===== src/hw/rtl/qgi_pkg.sv =====
// ----------------------------------------------------------------------------
// qgi_pkg
// Types and constants of the quaternion gyro integrator
// ----------------------------------------------------------------------------
`timescale 1ns / 1ps
`default_nettype none

package qgi_pkg;

    localparam int QUAT_W  = 32;
    localparam int RATE_W  = 32;
    localparam int STEP_W  = 24;
    localparam int MUL_W   = 34;
    localparam int PROD_W  = 2 * MUL_W;
    localparam int ACC_W   = 40;
    localparam int A_W     = 33;
    localparam int ADDR_W  = 5;
    localparam int DATA_W  = 32;

    localparam logic [STEP_W-1:0] STEP_RESET = 24'd167772;
    localparam logic [QUAT_W-1:0] Q_ONE      = 32'h4000_0000;

    localparam logic [2:0] REG_STEP_TIME = 3'd0;
    localparam logic [2:0] REG_INIT_W    = 3'd1;
    localparam logic [2:0] REG_INIT_X    = 3'd2;
    localparam logic [2:0] REG_INIT_Y    = 3'd3;
    localparam logic [2:0] REG_INIT_Z    = 3'd4;

    typedef struct packed {
        logic start;
        logic sqrt_mode;
    } rd_cmd_t;

    typedef struct packed {
        logic [1:0] qsel;
        logic [1:0] asel;
        logic [1:0] ptgt;
        logic       neg;
    } term_t;

endpackage

`default_nettype wire


===== src/hw/rtl/qgi_mul.sv =====
// ----------------------------------------------------------------------------
// qgi_mul
// Shared signed multiplier with registered product
// ----------------------------------------------------------------------------
`timescale 1ns / 1ps
`default_nettype none

module qgi_mul (
    input  logic                               clk,
    input  logic signed [qgi_pkg::MUL_W-1:0]   op_a,
    input  logic signed [qgi_pkg::MUL_W-1:0]   op_b,
    output logic signed [qgi_pkg::PROD_W-1:0]  prod_reg
);
    import qgi_pkg::*;

    logic signed [PROD_W-1:0] prod_next;

    assign prod_next = op_a * op_b;

    always_ff @(posedge clk)
    begin
        prod_reg <= prod_next;
    end

endmodule

`default_nettype wire


===== config.mk =====
export PLATFORM = sky130hd
export DESIGN_NAME = qgi_mul
export DESIGN_NICKNAME = d
export VERILOG_FILES = /design/src/hw/rtl/qgi_pkg.sv /design/src/hw/rtl/qgi_mul.sv
export SDC_FILE = /design/constraint.sdc
export NUM_CORES = 2
export LEC_CHECK = 0
export ABC_CLOCK_PERIOD_IN_PS = 18300
export BUFFER_PORTS_ARGS = -buffer_cell sky130_fd_sc_hd__buf_4
export CAP_MARGIN = 30
export CORE_MARGIN = 8
export CORE_UTILIZATION = 31
export CTS_CLUSTER_DIAMETER = 50
export CTS_CLUSTER_SIZE = 12
export DETAILED_ROUTE_END_ITERATION = 8
export PLACE_DENSITY_LB_ADDON = 0.3
export SKIP_CTS_REPAIR_TIMING = 1
export SYNTH_ARGS = -nofsm -noshare
export SYNTH_HDL_FRONTEND = slang
export SYNTH_SLANG_ARGS = --single-unit

===== constraint.sdc =====
create_clock -name clk -period 18.3 [get_ports clk]
set_input_delay 3.66 -clock clk [delete_from_list [all_inputs] [get_ports clk]]
set_output_delay 3.66 -clock clk [all_outputs]
set_load 0.005 [all_outputs]

# Word level (Yosys, flattened, before mapping)
# Cells that the tools add are included.
[word_totals]
register_bits = 68
output_inout_bits = 68
word_cells = 2
[classes]
mul = 1
[op_table]
columns = ["cell", "count"]
rows = [
  ["multiplier 34 x 34 -> 68 bit", 1],
]

# Depth between registers and ports, before layout
[logic_depth]
word_depth = 1
ltp_mapped = 31

# Least setup slack after synthesis
# Ideal clock, no wire load.
[synth_timing]
path_type = "input-to-reg"
start = "input port op_a[33] (netlist name)"
end = "register prod_reg[61] (netlist name)"
setup_time_ns = 0.072
t_arrival_ns = 10.970
slack_ns = 7.258
path_stages = 23
cell_sequence = "clkbuf_1 nand2_1 inv_1 fa_1 fa_1 fa_1 fa_1 fa_1 fa_1 fa_1 fa_1 ha_1 clkbuf_1 a21oi_1 o21bai_1 a21oi_1 o21ai_0 and2_1 o41a_1 o21ba_2 a21o_1 a21oi_2 xnor2_1"
[synth_via]
elab_chain_cells = 1
[synth_rtl]
columns = ["item", "line_no", "rtl"]
rows = [
  ["start: declaration", "qgi_mul.sv:10", "input logic signed [qgi_pkg::MUL_W-1:0] op_a,"],
  ["multiplier 34 x 34 -> 68 bit", "qgi_mul.sv:18", "assign prod_next = op_a * op_b;"],
  ["named net prod_next[61]", "qgi_mul.sv:16", "logic signed [PROD_W-1:0] prod_next;"],
  ["end signal: assignment", "qgi_mul.sv:22", "prod_reg <= prod_next;"],
  ["end: declaration", "qgi_mul.sv:12", "output logic signed [qgi_pkg::PROD_W-1:0] prod_reg"],
]
# The timed path passes the listed nets, and every way through them passes these cells.

# Worst setup path in the final report
[layout_timing]
start = "input port op_a[20] (netlist name)"
end = "register prod_reg[66] (netlist name)"
# Same word-level chain as after synthesis.

==> flow_summary.ini <==
[grt]
grt_pass1_wl_um = 198000
grt_pass1_vias = 33600
track_usage_pct = 16.9
antenna_found_initial = 13
grt_overflow_total = 0
grt_max_degree = 35

[routing]
drt_iter0_drc = 1360
routed_wl_um = 123000
avgViaCountPerCell = 4.63
ant_nets = 0
drc = 0
first_pass_iters = 6
wl_per_cell_um = 19.5
num_vias = 29300

[clock_tree]
cts_buffers = 9
cts_tree = yes
cts_max_level = 3
clock_sinks = 68
cts.clk_slew.worst_paths_ns = 0.07
clockBufferDepth = 2
root_buffer = clkbuf_16

[timing]
finalSetupTns_ns = 0
slew-limit-headroom_pct = 26.2
slew_viol_final = 0
tightest_slew_ns = 1.11
period_needed_ns = 11.51
holdWs_ns = 3.74
rsz0062_at_grt = false
final.period_utilization_pct = 62.9
fmax_mhz = 86.9
setup_viol = 0
hold_violations = 0

[floorplanning]
dieWidth_um = 389
core_mm2 = 0.139
die_area_mm2 = 0.151
ios = 137
fp.dieH_um = 389
initial_core_util_pct = 31.1
rows = 137

[placed_design]
place_congestion = 0.926
numPortBuffers = 136
hpwl_um = 99900

[yosys]
netlist_top_cells_area = fa_1 58%, inv_1 11%, and2_1 9.1%
synth_warnings = 0
synth_simple_gate_area_share_pct = 15.5
synth.mux.area_fraction_pct = 0
synth-xor-area-share_pct = 1.56
synth_compound_gate_area_share_pct = 3.41
synth_edf_count = 0
yosysSeqAreaShare_pct = 3.15
synth_top_area_cell = fa_1
syn_nets = 6092
ys_types = 73
async_flop_share_pct = 0
synthCells = 4578
avgSynthCellArea_um2 = 9.43
yosysTopAreaCellShare_pct = 57.6
synth_top_family_by_area = adder cells
syn_area_mm2 = 0.0432
synthAdderAreaFrac_pct = 63.5
yosys_register_bits = 68
synthFlopType = dfxtp_1

[status]
status = finished, final reports clean

[worst_setup_path]
critPathMostFrequentCell = fa_1
crit_path_top_delay_cell = a22oi_1
critical_path_arrival_ns = 11.82
cp.required_ns = 18.61
worstSetupEndpointType = flip-flop
critPathMaxFanout = 34
cpPeakStageDelay_ns = 0.84
crit_type = primary input to flip-flop
start_kind = primary input

[cells_and_area]
syn_to_final_growth_pct = 6.41
drive_gt1_share_pct = 4.19
largest_register_ffs = 68
nNetsFinal = 6020

[hold_path]
hold_class = primary input to flip-flop

[run]
maxCapViolations = 0
-- worst paths after layout --
path | to | start | slack, ns | cells past startpoint
setup / recovery | prod_reg[66]$_DFF_P_ | op_a[20] | 6.79 | 27
hold / removal | prod_reg[0]$_DFF_P_ | op_b[0] | 3.74 | 2
-- Yosys cell counts, drive strengths merged, types with 3 or more instances --
| master | number |
|---|---|
| dfxtp | 68 |
| nand3 | 8 |
| o21ai | 38 |
| nor2 | 55 |
| a311oi | 3 |
| fa | 1241 |
| buf | 14 |
| ha | 204 |
| nor3 | 10 |
| a31oi | 7 |
| nand2b | 14 |
| a221oi | 4 |
| nor4 | 4 |
| nor2b | 8 |
| xor2 | 20 |
| a211oi | 8 |
| a21o | 37 |
| o21a | 6 |
| a21oi | 59 |
| and3 | 10 |
| xnor2 | 57 |
| clkbuf | 217 |
| o211ai | 8 |
| a2111oi | 4 |
| and2 | 625 |
| a211o | 3 |
| nand2 | 550 |
| nand4 | 14 |
| inv | 1235 |
| o21bai | 13 |
| or3 | 3 |
-- cell families (layout without fill, tap and decap cells) --
| group | Yosys count | in the layout |
|---|---|---|
| AOI/OAI and AO/OA | 211 | 211 |
| adders and majority gates | 1445 | 1445 |
| other | 0 | 8 |
| DFF | 68 | 68 |
| xor gates and xnor gates | 77 | 77 |
| buffers and inverters | 1467 | 1399 |
| and+or+nand+nor | 1310 | 1310 |
-- worst max-delay path, delay by kind of cell --
| kind | cells | cell delay (ns) |
|---|---|---|
| fa+ha+maj | 9 | 4.42 |
| simple gates | 2 | 0.45 |
| compound gates | 9 | 2.66 |
| buf+inv | 7 | 0.58 |
-- layer usage --
metal / GRT usage [%] / vias up / part of all wire [%]
met3: 3.23 / 188 / 5.3
met4: 5.01 / 8 / 3.0
met5: 0 / - / 0.040
met1: 21.5 / 15600 / 41
li1: - / 12700 / -
met2: 29.3 / 699 / 50
-- cell type report --
class	instances	area, um2
fillers	14500	92900
clock inverters	4	51.3
diodes	8	20.0
flip-flops and latches	68	1360
repair buffers	148	1120
inverters	1236	4640
well taps	1807	2260
clock buffers	11	233
multi-input cells	3043	36200
-- layout by cell type (no fill, tap or decap), types with 9 or more instances in the layout --
master     instances
o21bai_1          13
inv_1           1235
and2_1           625
nand4_1           14
nand2b_1          14
buf_4            147
o21ai_0           27
xor2_1            20
dfxtp_1           68
clkbuf_16          9
xnor2_1           57
a21oi_1           54
ha_1             204
a21o_1            37
nand2_1          550
and3_1             9
nor2_1            53
nor3_1            10
fa_1            1241
-- stage by stage --
step           instance area, um2  setup slack [ns]  util (%)  std cells
2_1_floorplan               43200              7.26         -       4578
3_3_place_gp                45600              6.15      32.8       6300
3_5_place_dp                45600              6.36      32.9       6301
4_1_cts                     45900              6.82      33.1       6316
5_1_grt                     45900              6.45      33.1       6317
6_report                    45900              6.79      33.1       6325
Power is not shown: default switching activity piles up to over one toggle a cycle in this logic, so the estimate is an artifact.
