==> config.mk <==
export PLATFORM = sky130hd
export DESIGN_NAME = qgi_rootdiv
export DESIGN_NICKNAME = d
export VERILOG_FILES = /design/src/hw/rtl/qgi_pkg.sv /design/src/hw/rtl/qgi_rootdiv.sv
export SDC_FILE = /design/constraint.sdc
export NUM_CORES = 1
export LEC_CHECK = 0
export BUFFER_PORTS_ARGS = -buffer_cell sky130_fd_sc_hd__buf_4
export CAP_MARGIN = 20
export CORE_AREA = 2 2 136 138
export CTS_CLUSTER_DIAMETER = 150
export DETAILED_ROUTE_END_ITERATION = 8
export DIE_AREA = 0 0 138 140
export GPL_TIMING_DRIVEN = 0
export PLACE_DENSITY = 0.81
export SYNTH_ARGS = -nofsm -noshare
export SYNTH_HDL_FRONTEND = slang
export SYNTH_SLANG_ARGS = --single-unit
==> constraint.sdc <==
create_clock -name clk -period 9.4 [get_ports clk]
set_clock_uncertainty 0.2 [all_clocks]
set_input_delay 0.94 -clock clk [delete_from_list [all_inputs] [get_ports clk]]
set_output_delay 0.94 -clock clk [all_outputs]
set_load 0.02 [all_outputs]
==> src/hw/rtl/qgi_pkg.sv <==
// ----------------------------------------------------------------------------
// qgi_pkg
// Types and constants of the quaternion gyro integrator
// ----------------------------------------------------------------------------
`timescale 1ns / 1ps
`default_nettype none

package qgi_pkg;

    localparam int QUAT_W  = 32;
    localparam int RATE_W  = 32;
    localparam int STEP_W  = 24;
    localparam int MUL_W   = 34;
    localparam int PROD_W  = 2 * MUL_W;
    localparam int ACC_W   = 40;
    localparam int A_W     = 33;
    localparam int ADDR_W  = 5;
    localparam int DATA_W  = 32;

    localparam logic [STEP_W-1:0] STEP_RESET = 24'd167772;
    localparam logic [QUAT_W-1:0] Q_ONE      = 32'h4000_0000;

    localparam logic [2:0] REG_STEP_TIME = 3'd0;
    localparam logic [2:0] REG_INIT_W    = 3'd1;
    localparam logic [2:0] REG_INIT_X    = 3'd2;
    localparam logic [2:0] REG_INIT_Y    = 3'd3;
    localparam logic [2:0] REG_INIT_Z    = 3'd4;

    typedef struct packed {
        logic start;
        logic sqrt_mode;
    } rd_cmd_t;

    typedef struct packed {
        logic [1:0] qsel;
        logic [1:0] asel;
        logic [1:0] ptgt;
        logic       neg;
    } term_t;

endpackage

`default_nettype wire

==> src/hw/rtl/qgi_rootdiv.sv <==
// ----------------------------------------------------------------------------
// qgi_rootdiv
// Bit-serial square root and divider sharing one compare-subtract step
// ----------------------------------------------------------------------------
`timescale 1ns / 1ps
`default_nettype none

module qgi_rootdiv (
    input  logic             clk,
    input  logic             rst_n,
    input  qgi_pkg::rd_cmd_t cmd,
    input  logic [63:0]      src,
    input  logic [31:0]      den,
    output logic             done,
    output logic [31:0]      result
);
    import qgi_pkg::*;

    logic        busy_reg, busy_next;
    logic        done_reg, done_next;
    logic [4:0]  cnt_reg, cnt_next;
    logic        mode_reg, mode_next;
    logic [35:0] rem_reg, rem_next;
    logic [31:0] acc_reg, acc_next;
    logic [63:0] sh_reg, sh_next;
    logic [31:0] den_reg, den_next;

    logic [35:0] cand;
    logic [35:0] trial;
    logic        ge;

    // root mode brings in two bits a step, divide mode one
    assign cand  = mode_reg ? {rem_reg[33:0], sh_reg[63:62]} : {rem_reg[34:0], sh_reg[63]};
    assign trial = mode_reg ? {2'b00, acc_reg, 2'b01} : {4'b0000, den_reg};
    assign ge    = (cand >= trial);

    always_comb
    begin
        busy_next = busy_reg;
        done_next = 1'b0;
        cnt_next  = cnt_reg;
        mode_next = mode_reg;
        rem_next  = rem_reg;
        acc_next  = acc_reg;
        sh_next   = sh_reg;
        den_next  = den_reg;
        if (cmd.start)
        begin
            busy_next = 1'b1;
            cnt_next  = 5'd0;
            mode_next = cmd.sqrt_mode;
            acc_next  = 32'd0;
            den_next  = den;
            if (cmd.sqrt_mode)
            begin
                rem_next = 36'd0;
                sh_next  = src;
            end
            else
            begin
                rem_next = {4'b0000, src[63:32]};
                sh_next  = {src[31:0], 32'd0};
            end
        end
        else if (busy_reg)
        begin
            rem_next = ge ? (cand - trial) : cand;
            acc_next = {acc_reg[30:0], ge};
            sh_next  = mode_reg ? {sh_reg[61:0], 2'b00} : {sh_reg[62:0], 1'b0};
            cnt_next = cnt_reg + 5'd1;
            if (cnt_reg == 5'd31)
            begin
                busy_next = 1'b0;
                done_next = 1'b1;
            end
        end
    end

    always_ff @(posedge clk or negedge rst_n)
    begin
        if (!rst_n)
        begin
            busy_reg <= 1'b0;
            done_reg <= 1'b0;
            cnt_reg  <= 5'd0;
            mode_reg <= 1'b0;
        end
        else
        begin
            busy_reg <= busy_next;
            done_reg <= done_next;
            cnt_reg  <= cnt_next;
            mode_reg <= mode_next;
        end
    end

    always_ff @(posedge clk)
    begin
        rem_reg <= rem_next;
        acc_reg <= acc_next;
        sh_reg  <= sh_next;
        den_reg <= den_next;
    end

    assign done   = done_reg;
    assign result = acc_reg;

endmodule

`default_nettype wire

**Word-level counts from Yosys, hierarchy flattened**

Index checks and enable logic that the tools add are counted.

- Shifts and indexed selects: 0
- Bitwise gates (word level): 0
- Order comparisons: 1
- $add $sub $neg: 2
- Multipliers: 0
- Muxes and demuxes: 18
- Reductions and logical operators: 1
- Div/mod/pow operators: 0
- Equality and inequality tests: 1

Operator list:

| operator | count |
|---|---|
| $mux W64 | 4 |
| $mux W35 | 3 |
| $ge A36 B34 Y1 | 1 |
| $mux W36 | 1 |
| $sub A35 B34 Y35 | 1 |
| $mux W34 | 1 |
| $mux W32 | 1 |
| $mux W5 | 2 |
| $mux W1 | 6 |
| $add A5 B1 Y5 const B | 1 |
| $eq A5 B5 Y1 const B | 1 |
| $reduce_bool A2 Y1 | 1 |

- RAM bits: 0
- Bits in latches: 0
- Memories: 0
- ROM bits: 0
- Input bits: 100
- Register bits: 171
- Word-level logic and storage cells: 31

**Depth between registers and ports, before layout**

- Depth in word-level cells: 5
- Mapped depth: 16
- Gate-level depth less buffers: 12

**Worst setup path before layout**

OpenSTA, ideal clock, no wires.

- Path kind: register -> register
- From: reg mode_reg
- To: reg rem_reg[0], data pin
- Clock period less this slack: 4.313 ns
- Path buffers: 4
- Data arrival time: 3.856 ns
- Cell stages (with the launch flop): 17
- Required time: 8.943 ns
- Slack: 5.087 ns
- Path through: dfrtp_1 -> buf_1 -> buf_1 -> clkbuf_1 -> or2_2 -> ha_1 -> inv_1 -> fa_1 -> a211o_1 -> a211oi_2 -> a211oi_1 -> o31ai_2 -> nand3_2 -> o21ai_2 -> buf_6 -> nand2_1 -> a32o_1

- Longest elaborated chain between the ends: 5
- Elaborated cells between the ends (all ways): 7
- Those cells by class: add/sub (1); order compare (1); mux (5)

RTL lines:

| item | RTL line | RTL |
|---|---|---|
| start: declaration | qgi_rootdiv.sv:22 | `logic mode_reg, mode_next;` |
| start signal: assignment | qgi_rootdiv.sv:93 | `mode_reg <= mode_next;` |
| $mux W36 or $mux W34 (tied branches) | qgi_rootdiv.sv:33, qgi_rootdiv.sv:34 |  |
| $sub A35 B34 Y35 or $ge A36 B34 Y1 (tied branches) | qgi_rootdiv.sv:67, qgi_rootdiv.sv:35 |  |
| $mux W35 * | qgi_rootdiv.sv:67 | `rem_next = ge ? (cand - trial) : cand;` |
| $mux W35 * | qgi_rootdiv.sv:65 | `else if (busy_reg)` |
| $mux W35 * | qgi_rootdiv.sv:47 | `if (cmd.start)` |
| named net rem_next[0] | qgi_rootdiv.sv:23 | `logic [35:0] rem_reg, rem_next;` |
| end signal: assignment | qgi_rootdiv.sv:99 | `rem_reg <= rem_next;` |
| end: declaration | qgi_rootdiv.sv:23 |  |

Mark *: on every way through the listed nets, which the timed path passes. The rest lies on a longest branch. The select of a mux whose other input is x is not followed.
A chain may end at the register's enable or synchronous reset.

**Worst setup path in the final report**

- From: reg mode_reg
- To: reg rem_reg[1], data pin

Same word-level chain as after synthesis.

==> results.py <==
metrics = {
    "setup_path": {
        "cp.depth": 15,
        "r2r_cells": 15,
        "slowest_stage": "buf_1",
        "cpPeakStageDelay_ns": 0.52,
        "r2r_end": "rem_reg[1]$_DFFE_PP_",
        "startpoint_type": "flop",
        "end_kind": "flop",
        "arrival_ns": 5.52,
        "crit_family": "buffers and inverters",
        "worstSetupEndpoint": "rem_reg[1]$_DFFE_PP_",
        "reg2reg_slack_ns": 3.85,
        "setup.worst_path.class": "reg -> reg",
        "critPathBufInv": 5,
        "cp_cell_sequence": "buf_1, buf_1, buf_2, buf_2, mux2i_1, ha_1, a211o_1, a211oi_2, a211oi_1, o31ai_2, nand3_2, o21ai_2, buf_6, mux2i_1, o21ai_1",
        "critPathMaxFanout": 10,
        "critPathRequiredTime_ns": 9.37,
        "startpoint": "mode_reg$_DFFE_PN0P_",
        "worst_r2r_startpoint": "mode_reg$_DFFE_PN0P_",
    },
    "placed_design": {
        "place.gp.congestion": 0.912,
        "hpwl_um": 20000,
        "port_buffers": 132,
        "pre_cts_ws_ns": 4.00,
    },
    "finish": {
        "final_common_cell": "buf_4",
        "diodes": 0,
        "largest_reg_flops": 64,
        "syn_to_final_growth_pct": 18.3,
        "fin_nets": 1247,
        "final_cell_mix": "133 x buf_4, 131 x edfxtp_1, 123 x mux2i_1",
        "multi_input_area_mm2": 0.00516,
        "regArea_mm2": 0.00477,
        "fillers": 1383,
        "layout-drive-gt1-share": 0.191,
    },
    "sta": {
        "drv_slew": 0,
        "worst_pin_slew_ns": 0.866,
        "fin_crit_ns": 5.55,
        "slew_headroom": 0.423,
        "rsz0062_at_grt": "no",
        "final-hold-violation-count": 0,
        "period_share": 0.590,
        "tns_ns": 0,
        "fin_ws_ns": 3.85,
        "setup_viol": 0,
        "fmax_ghz": 0.180,
    },
    "synthesis": {
        "yosysWarnings": 0,
        "synth_top_area_frac": 0.385,
        "ys_seq_elements": 171,
        "synth_flop_cell": "edfxtp_1",
        "synth.distinct_cells": 61,
        "synth_edf_count": 131,
        "synth_seq_area_share": 0.467,
        "synthTopCellsByArea": "edfxtp_1 39%, mux2i_1 12%, dfxtp_1 6.3%, ha_1 4.4%, nand2_1 3.9%",
        "netlist_instances": 958,
        "avgSynthCellArea_um2": 10.7,
        "synthesis.area_mm2": 0.0102,
        "synth_nets": 1095,
        "yosysTopAreaCell": "edfxtp_1",
        "synthArstFlopShare": 0.0468,
    },
    "die": {
        "num_io_pins": 133,
        "fp-row-count": 49,
        "die_w_um": 138,
        "die-area_mm2": 0.0193,
        "dieHeight_um": 140,
        "start_util": 0.575,
        "core_region_area_mm2": 0.0178,
    },
    "pwr": {
        "seqPwrFrac": 0.298,
        "p_int_uw": 2140,
        "power_density_mw_per_mm2": 290,
        "power.switching_uw": 1360,
        "comb_power_share": 0.507,
        "power.leakage_uw": 0.00544,
        "swShare": 0.388,
        "clkPwrFrac": 0.195,
        "max-vdd-ir-drop_mv": 0.181,
    },
    "cts": {
        "cts-htree-levels": 4,
        "clock_sinks": 171,
        "cts_setup_buffers": 0,
        "cts_tree": "yes",
        "clk_path_buf_depth": 2,
        "clk_pin_slew_ns": 0.07,
        "cts_buffers": 17,
        "clkLatencyLatePin_ns": 0.44,
        "cts_hold_buf": 0,
        "cts_resized": 0,
        "cts-root-buf": "clkbuf_16",
    },
    "route": {
        "top_layer": "met4",
        "vias": 8268,
        "wl_met3_um": 2230,
        "drtIter0Drc": 1004,
        "avgViaCountPerCell": 6.12,
        "drtAntennaViolNets": 0,
        "drc": 0,
        "wl_per_cell_um": 19.6,
        "routed-wl-met2_um": 12100,
        "wl_met1_um": 11700,
        "first_pass_iters": 5,
        "drt-total-wl_um": 26400,
    },
    "flow_run": {
        "drv_cap": 0,
    },
    "global_routing": {
        "antenna_found_initial": 0,
        "grt_pass1_wl_um": 41900,
        "grt_start_max_net_pins": 72,
        "grt_usage": 0.273,
        "grt_overflow": 0,
        "grt_pass1_vias": 7885,
    },
    "hold_path": {
        "hp-class": "in -> async",
    },
    "outcome": {
        "status": "complete, no violations",
    },
}
## how the worst min path moves through the flow
stage	cells past startpoint	slack, ns	end
CTS	1	0.12	cnt_reg[4]$_DFFE_PN0P_
global placement	2	0.31	cnt_reg[4]$_DFFE_PN0P_
floorplan	2	0.29	cnt_reg[4]$_DFFE_PN0P_
global route	1	0.13	cnt_reg[1]$_DFFE_PN0P_
finish	1	0.12	busy_reg$_DFF_PN0_
detailed placement	2	0.32	cnt_reg[4]$_DFFE_PN0P_
## cells in the mapped netlist (6+ instances only)
library cell,n
edfxtp_1,131
mux2i_1,123
nand2_1,107
o21ai_0,79
nor2_1,61
a22oi_1,41
a21oi_1,40
clkbuf_1,38
ha_1,36
mux2_2,34
dfxtp_1,32
a21o_1,28
xnor2_1,20
a211oi_1,16
buf_1,12
nor2b_1,11
xor2_1,11
inv_1,10
dfrtp_1,8
a22o_1,7
a31oi_1,7
a32o_1,7
and3_1,7
a221o_1,6
buf_2,6
nand3_1,6
nand4_1,6
o21a_1,6
## cell type report
type                       count  area share
sequential                   171       0.395
clock buffer                  19      0.0358
buffer                        60      0.0209
clock inverter                13      0.0106
inverter                      10     0.00310
tap                          229      0.0237
multi-input combinational    717       0.427
timing repair buffer         133      0.0842
## per-stage QoR
stage	hold WS (ns)	instances	utilization	total power, uW	cell area [um^2]
6_report	0.124	1352	0.680	3500	12100
2_1_floorplan	0.293	958	-	2390	10200
5_1_grt	0.129	1352	0.680	3720	12100
4_1_cts	0.124	1352	0.680	3470	12100
3_5_place_dp	0.323	1320	0.648	2790	11500
3_3_place_gp	0.313	1319	0.646	2750	11500
## layer usage
metal,global-route usage,vias up
met5,0,-
met4,0.0816,0
met3,0.0410,34
met2,0.428,439
met1,0.396,3873
li1,-,3922
## cell families (layout without fill, tap and decap cells)
family,Yosys count,in the layout,synth area share
AND/OR/NAND/NOR,223,223,0.0963
buffers and inverters,70,235,0.0284
adder cells (fa/ha/maj),37,37,0.0461
XOR/XNOR,31,31,0.0266
flip-flops,171,171,0.467
AO/OA/AOI/OAI,269,269,0.177
multiplexers,157,157,0.158
## power groups by stage
stage / combinational [uW] / sequential, uW / clock [uW]
after floorplan: 1350 / 1040 / 0
after global placement: 1700 / 1050 / 0
after detailed placement: 1730 / 1060 / 0
after CTS: 1750 / 1040 / 682
after global routing: 1940 / 1060 / 717
final: 1780 / 1040 / 682
No activity file was read; power rests on OpenSTA's default activity.
